$ cat src/rtl/qdr_pkg.sv
// Shared types, codes and transition table for the quadrature delta report block.
package qdr_pkg;

    typedef enum logic [1:0] {
        MODE_SAMPLE = 2'd0,
        MODE_TICK   = 2'd1,
        MODE_READ   = 2'd2,
        MODE_CLEAR  = 2'd3
    } mode_t;

    typedef enum logic [1:0] {
        STEP_NONE = 2'b00,
        STEP_UP   = 2'b01,
        STEP_DOWN = 2'b10
    } step_t;

    localparam int COUNT_W = 16;
    localparam int TICK_W  = 32;
    localparam int MPC_W   = 32;
    localparam int DIST_W  = 32;
    localparam int FRAC_W  = 16;

    // index is {old_a, old_b, new_a, new_b}
    function automatic step_t step_of(input logic [3:0] idx);
        step_t s;
        case (idx)
            4'h1, 4'h7, 4'hE, 4'h8: s = STEP_UP;
            4'h2, 4'h4, 4'hD, 4'hB: s = STEP_DOWN;
            default:                s = STEP_NONE;
        endcase
        return s;
    endfunction

endpackage

$ cat src/rtl/quadrature_decoder_delta_report.sv
// Quadrature x4 decoder with tick counter and registered delta/distance report.
//
// Input channel (s_*): one transaction per item. mode 0 samples the A/B pin
// levels, mode 1 advances the saturating elapsed-tick counter, mode 2 requests
// a report, mode 3 zeroes the pulse count. Only mode 2 produces a result.
// Result channel (m_*): delta count since the previous report, distance in
// meters as Q16.16 (delta times meters_per_count, rounded half away from
// zero), elapsed ticks and the present count.
// Config channel (cfg_*): writes meters_per_count (Q0.32); always ready.
// A report appears on m_* in the cycle after its input transaction.
// Throughput: one item per cycle while the result channel does not stall; state
// updates and the 16x32 distance multiply are combinational between the state
// registers and the output register.
// Reset (aresetn low, synchronous): count, previous pin state, last-read
// count, tick counter and meters_per_count clear; the output register empties.
// Stall: while a report waits on m_ready, s_ready is low unless that report
// is being taken in the same cycle.
module quadrature_decoder_delta_report
    import qdr_pkg::*;
(
    input  logic                      aclk,
    input  logic                      aresetn,

    input  logic                      cfg_valid,
    output logic                      cfg_ready,
    input  logic [MPC_W-1:0]          cfg_wdata,

    input  logic                      s_valid,
    output logic                      s_ready,
    input  logic [1:0]                s_mode,
    input  logic                      s_level_a,
    input  logic                      s_level_b,

    output logic                      m_valid,
    input  logic                      m_ready,
    output logic signed [COUNT_W-1:0] m_delta_count,
    output logic signed [DIST_W-1:0]  m_distance_q16,
    output logic [TICK_W-1:0]         m_elapsed_ticks,
    output logic signed [COUNT_W-1:0] m_current_count
);

    logic [MPC_W-1:0]   mpc_reg;
    logic [1:0]         prev_ab_reg, prev_ab_next;
    logic               prev_valid_reg, prev_valid_next;
    logic [COUNT_W-1:0] pulse_count_reg, pulse_count_next;
    logic [COUNT_W-1:0] last_read_reg, last_read_next;
    logic [TICK_W-1:0]  tick_count_reg, tick_count_next;

    logic                      out_valid_reg, out_valid_next;
    logic [COUNT_W-1:0]        out_delta_reg;
    logic [DIST_W-1:0]         out_dist_reg;
    logic [TICK_W-1:0]         out_ticks_reg;
    logic [COUNT_W-1:0]        out_count_reg;

    logic                      s_fire;
    logic                      read_fire;
    mode_t                     mode;
    logic [1:0]                cur_ab;
    step_t                     step;
    logic [COUNT_W-1:0]        delta;
    logic signed [COUNT_W+MPC_W:0] prod;
    logic signed [COUNT_W+MPC_W:0] rounded;

    assign cfg_ready = 1'b1;
    assign s_ready   = !out_valid_reg || m_ready;
    assign s_fire    = s_valid && s_ready;
    assign mode      = mode_t'(s_mode);
    assign read_fire = s_fire && (mode == MODE_READ);
    assign cur_ab    = {s_level_a, s_level_b};
    assign step      = step_of({prev_ab_reg, cur_ab});

    assign delta   = pulse_count_reg - last_read_reg;
    assign prod    = $signed(delta) * $signed({1'b0, mpc_reg});
    // round magnitude half away from zero
    assign rounded = prod + (prod[COUNT_W+MPC_W]
                     ? (COUNT_W+MPC_W+1)'(17'h07FFF)
                     : (COUNT_W+MPC_W+1)'(17'h08000));

    always_comb begin
        prev_ab_next     = prev_ab_reg;
        prev_valid_next  = prev_valid_reg;
        pulse_count_next = pulse_count_reg;
        last_read_next   = last_read_reg;
        tick_count_next  = tick_count_reg;
        if (s_fire) begin
            case (mode)
                MODE_SAMPLE: begin
                    prev_ab_next    = cur_ab;
                    prev_valid_next = 1'b1;
                    if (prev_valid_reg) begin
                        case (step)
                            STEP_UP:   pulse_count_next = pulse_count_reg + COUNT_W'(1);
                            STEP_DOWN: pulse_count_next = pulse_count_reg - COUNT_W'(1);
                            default:   pulse_count_next = pulse_count_reg;
                        endcase
                    end
                end
                MODE_TICK: begin
                    if (tick_count_reg != '1) begin
                        tick_count_next = tick_count_reg + TICK_W'(1);
                    end
                end
                MODE_READ: begin
                    last_read_next  = pulse_count_reg;
                    tick_count_next = '0;
                end
                default: begin
                    pulse_count_next = '0;
                end
            endcase
        end
    end

    always_comb begin
        out_valid_next = out_valid_reg;
        if (read_fire) begin
            out_valid_next = 1'b1;
        end else if (m_ready) begin
            out_valid_next = 1'b0;
        end
    end

    always_ff @(posedge aclk) begin
        if (!aresetn) begin
            mpc_reg         <= '0;
            prev_ab_reg     <= '0;
            prev_valid_reg  <= 1'b0;
            pulse_count_reg <= '0;
            last_read_reg   <= '0;
            tick_count_reg  <= '0;
            out_valid_reg   <= 1'b0;
        end else begin
            if (cfg_valid && cfg_ready) begin
                mpc_reg <= cfg_wdata;
            end
            prev_ab_reg     <= prev_ab_next;
            prev_valid_reg  <= prev_valid_next;
            pulse_count_reg <= pulse_count_next;
            last_read_reg   <= last_read_next;
            tick_count_reg  <= tick_count_next;
            out_valid_reg   <= out_valid_next;
        end
    end

    always_ff @(posedge aclk) begin
        if (read_fire) begin
            out_delta_reg <= delta;
            out_dist_reg  <= rounded[FRAC_W+DIST_W-1:FRAC_W];
            out_ticks_reg <= tick_count_reg;
            out_count_reg <= pulse_count_reg;
        end
    end

    assign m_valid         = out_valid_reg;
    assign m_delta_count   = $signed(out_delta_reg);
    assign m_distance_q16  = $signed(out_dist_reg);
    assign m_elapsed_ticks = out_ticks_reg;
    assign m_current_count = $signed(out_count_reg);

    a_read_gives_result: assert property (@(posedge aclk) disable iff (!aresetn)
        read_fire |=> m_valid)
        else $error("report transaction did not produce a result");

    a_read_restarts: assert property (@(posedge aclk) disable iff (!aresetn)
        read_fire |=> (tick_count_reg == '0) && (last_read_reg == out_count_reg))
        else $error("report did not restart ticks or remember count");

    a_no_spurious: assert property (@(posedge aclk) disable iff (!aresetn)
        (!read_fire && (!out_valid_reg || m_ready)) |=> !m_valid)
        else $error("result appeared without a report transaction");

    a_delta_consistent: assert property (@(posedge aclk) disable iff (!aresetn)
        read_fire |=> (out_count_reg - out_delta_reg) == $past(last_read_reg))
        else $error("delta count inconsistent with last read count");

endmodule

$ cat config.mk
export PLATFORM = sky130hd
export DESIGN_NAME = quadrature_decoder_delta_report
export DESIGN_NICKNAME = d
export VERILOG_FILES = /design/src/rtl/qdr_pkg.sv /design/src/rtl/quadrature_decoder_delta_report.sv
export SDC_FILE = /design/constraint.sdc
export NUM_CORES = 2
export LEC_CHECK = 0
export BUFFER_PORTS_ARGS = -buffer_cell sky130_fd_sc_hd__buf_4
export CORE_ASPECT_RATIO = 0.8
export CORE_MARGIN = 2
export CORE_UTILIZATION = 55
export CTS_BUF_LIST = sky130_fd_sc_hd__clkbuf_4 sky130_fd_sc_hd__clkbuf_8 sky130_fd_sc_hd__clkbuf_16
export DETAILED_ROUTE_END_ITERATION = 16
export HOLD_SLACK_MARGIN = 0.03
export PLACE_DENSITY = 0.73
export SLEW_MARGIN = 10
export SYNTH_ARGS = -nofsm -noshare
export SYNTH_HDL_FRONTEND = slang
export SYNTH_SLANG_ARGS = --single-unit
$ cat constraint.sdc
create_clock -name aclk -period 27.2 [get_ports aclk]
set_input_delay 5.44 -clock aclk [delete_from_list [all_inputs] [get_ports aclk]]
set_output_delay 5.44 -clock aclk [all_outputs]
set_load 0.01 [all_outputs]
==> insert_results.sql <==
INSERT INTO impl_metrics (metric_group, metric, value, unit) VALUES
('synth', 'postSynth.asyncResetShare', '0', ''),
('clock_network', 'clkSlewWorstSetupHoldPaths', '70', 'ps'),
('floorplan', 'io-pin-count', '140', ''),
('synth', 'ys_types', '88', ''),
('min_path', 'worst_hold_check_path_type', 'reg2reg', ''),
('setup_path', 'setup.worst_path.end_class', 'flop', ''),
('floorplan', 'die-width', '252', 'um'),
('clock_network', 'cts.path.max_buffers', '2', ''),
('pwr', 'peak_supply_drop', '0.0485', 'mV'),
('clock_network', 'post_cts.repair.setup_buffers', '0', ''),
('setup_path', 'critical_path.max_fanout', '33', ''),
('finish', 'layout.nets', '3714', ''),
('run', 'max_cap_viols', '0', ''),
('detailed_routing', 'drt-wirelength-per-cell', '18.9', 'um'),
('floorplan', 'die_area', '51000', 'um2'),
('clock_network', 'ctsHoldBuffers', '0', ''),
('detailed_routing', 'average_via_count_per_standard_cell', '5.65', ''),
('pwr', 'finalPower', '1.13', 'mW'),
('clock_network', 'tritoncts', 'yes', ''),
('synth', 'yosysMostFrequentCell', 'inv_1', ''),
('placement', 'port-buffer-count', '138', ''),
('timing', 'period_needed', '13070', 'ps'),
('setup_path', 'launch_point_of_the_critical_path', 'pulse_count_reg[0]', ''),
('setup_path', 'worst_r2r_startpoint', 'pulse_count_reg[0]', ''),
('floorplan', 'std_cell_rows', '72', ''),
('setup_path', 'worst-endpoint-arrival', '13330', 'ps'),
('clock_network', 'later_pin_clock_latency_in_the_skew_report', '510', 'ps'),
('pwr', 'pwr_density_cell', '38.8', 'nW/um2'),
('setup_path', 'critical_path_required', '27450', 'ps'),
('timing', 'fin_tns_setup', '0', 'ps'),
('setup_path', 'ff2ff_setup_slack', '14130', 'ps'),
('floorplan', 'core_region_area', '48500', 'um2'),
('detailed_routing', 'detailedRoute.firstPassIterationCount', '5', ''),
('outcome', 'outcome', 'finished, final reports clean', ''),
('detailed_routing', 'route.antenna.remaining_nets', '0', ''),
('global_routing', 'initial_antenna_violation_count', '1', ''),
('synth', 'number_of_enable_type_register_cells_in_the_synthesized_netlist', '96', ''),
('synth', 'yosys-top-cells-count', 'inv_1, nand2_1, fa_1', ''),
('synth', 'synth_largest_area_cell', 'fa_1', ''),
('global_routing', 'grt_start_max_net_pins', '72', ''),
('detailed_routing', 'drc_errors', '0', ''),
('placement', 'placedInstanceArea', '28500', 'um2'),
('synth', 'synth_compound_area_frac', '0.0868', ''),
('placement', 'placed_cells', '3668', ''),
('setup_path', 'crit_path_end', 'm_distance_q16[23]', ''),
('setup_path', 'critical_path.reg2reg.endpoint', 'm_distance_q16[23]', ''),
('synth', 'post_synth_xor_area_fraction', '0.0350', ''),
('detailed_routing', 'total_wire_length_after_detailed_routing', '69.9', 'mm'),
('synth', 'synth_top_flop_cell', 'dfxtp_1', ''),
('synth', 'yosys_register_bits', '196', ''),
('timing', 'final.period_utilization', '0.481', ''),
('synth', 'syn_area_per_cell', '8.95', 'um2'),
('synth', 'yosysTopAreaCellShare', '0.311', ''),
('clock_network', 'ctsRootBufferMaster', 'clkbuf_16', ''),
('synth', 'syn-instance-count', '3022', ''),
('global_routing', 'grt_use_total', '0.291', ''),
('global_routing', 'grt_pass1_wl', '116', 'mm'),
('setup_path', 'setup.worst_path.class', 'reg2reg', ''),
('timing', 'max_slew.worst_pin.slew', '1020', 'ps'),
('finish', 'final_cell_count_no_fill', '3700', ''),
('clock_network', 'cts_num_sinks', '196', ''),
('timing', 'timing.fmax', '76.5', 'MHz'),
('global_routing', 'global_route.overflow_total', '0', ''),
('synth', 'largest_family_of_logic_cells_by_synthesized_area', 'adder cells', ''),
('pwr', 'leakage', '14.2', 'nW'),
('timing', 'report.final.slew_viol_count', '0', ''),
('setup_path', 'worst_setup_path_start_kind', 'flop', ''),
('clock_network', 'numCtsBuffers', '17', ''),
('detailed_routing', 'route.vias.total', '20900', ''),
('synth', 'synth.area.mux_share', '0.0137', ''),
('timing', 'slew-limit-headroom', '0.316', '');
## critical path: cells and delay by family (launching register included)
family,cells,cell delay (ps)
compound gates,17,4150
buf+inv,7,960
xor+xnor,1,80
mux,1,280
fa+ha+maj,10,4350
flops,1,360
simple gates,9,2620
## per-stage QoR
stage | hold slack [ps] | setup WS [ps] | utilization
4_1_cts | 464 | 14260 | 0.601
3_5_place_dp | 447 | 14300 | 0.589
3_3_place_gp | 441 | 14820 | 0.589
6_report | 457 | 14130 | 0.601
2_1_floorplan | 422 | 15760 | -
5_1_grt | 472 | 13220 | 0.601
## layer usage
layer / routed length [um] / vias up / part of all wire / global-route usage
met5: 0 / - / 0 / 0.00381
met4: 2440 / 0 / 0.035 / 0.112
met3: 5270 / 168 / 0.075 / 0.0564
met2: 32800 / 799 / 0.47 / 0.479
met1: 29400 / 10400 / 0.42 / 0.381
li1: - / 9518 / - / -
## power by group
group	internal, mW	switching (mW)	leakage [nW]	total (mW)
sequential	0.327	0.0216	1.75	0.348
combinational	0.196	0.323	12.2	0.519
clock	0.134	0.130	0.294	0.264
total	0.657	0.474	14.2	1.13
## layout make-up
class | count | area (um2)
multi-input cells | 2081 | 19400
fillers | 4149 | 19300
flip-flops and latches | 196 | 4880
well taps | 629 | 787
diodes | 1 | 2.50
clock inverters | 9 | 83.8
repair buffers | 156 | 1170
inverters | 606 | 2280
clock buffers | 22 | 504
## kinds of logic (layout without fill, tap and decap cells)
logic type                 count (synthesis)  count (layout)
and+or+nand+nor                          982             982
buffers and inverters                    745             793
adders and majority gates                615             615
AOI/OAI and AO/OA                        338             338
DFF                                      196             196
xor gates and xnor gates                 108             108
muxes                                     37              37
other                                      1               2
## placed cells by master (no fill, tap or decap), types with 8 or more instances in the layout
| master | instances |
|---|---|
| nand2b_1 | 17 |
| inv_1 | 605 |
| nor2_1 | 107 |
| nand2_1 | 450 |
| fa_1 | 419 |
| a31oi_1 | 13 |
| o21ai_0 | 47 |
| xnor2_1 | 66 |
| nand3_1 | 48 |
| and3_1 | 23 |
| a21oi_1 | 76 |
| a211o_1 | 8 |
| nor3_1 | 33 |
| o31ai_1 | 8 |
| dfxtp_1 | 100 |
| a21o_1 | 37 |
| and2_1 | 128 |
| nand4_1 | 14 |
| o21bai_1 | 8 |
| a21boi_0 | 30 |
| or3_1 | 14 |
| o21a_1 | 16 |
| nor4_1 | 8 |
| clkbuf_16 | 19 |
| ha_1 | 195 |
| buf_4 | 156 |
| nor2b_1 | 83 |
| edfxtp_1 | 96 |
| xor2_1 | 33 |
| o211ai_1 | 12 |
| a22oi_1 | 12 |
| mux2i_1 | 37 |
## worst min path at each step
stage                            start                  end  slack (ps)  cells after the start
finish              tick_count_reg[20]  m_elapsed_ticks[20]         460                      0
global route        tick_count_reg[20]  m_elapsed_ticks[20]         470                      0
CTS                 tick_count_reg[20]  m_elapsed_ticks[20]         460                      0
detailed placement  tick_count_reg[20]  m_elapsed_ticks[20]         450                      0
global placement    tick_count_reg[20]  m_elapsed_ticks[20]         440                      0
floorplan           tick_count_reg[20]  m_elapsed_ticks[20]         420                      0
Note: power is estimated with default switching activity, not from simulation.
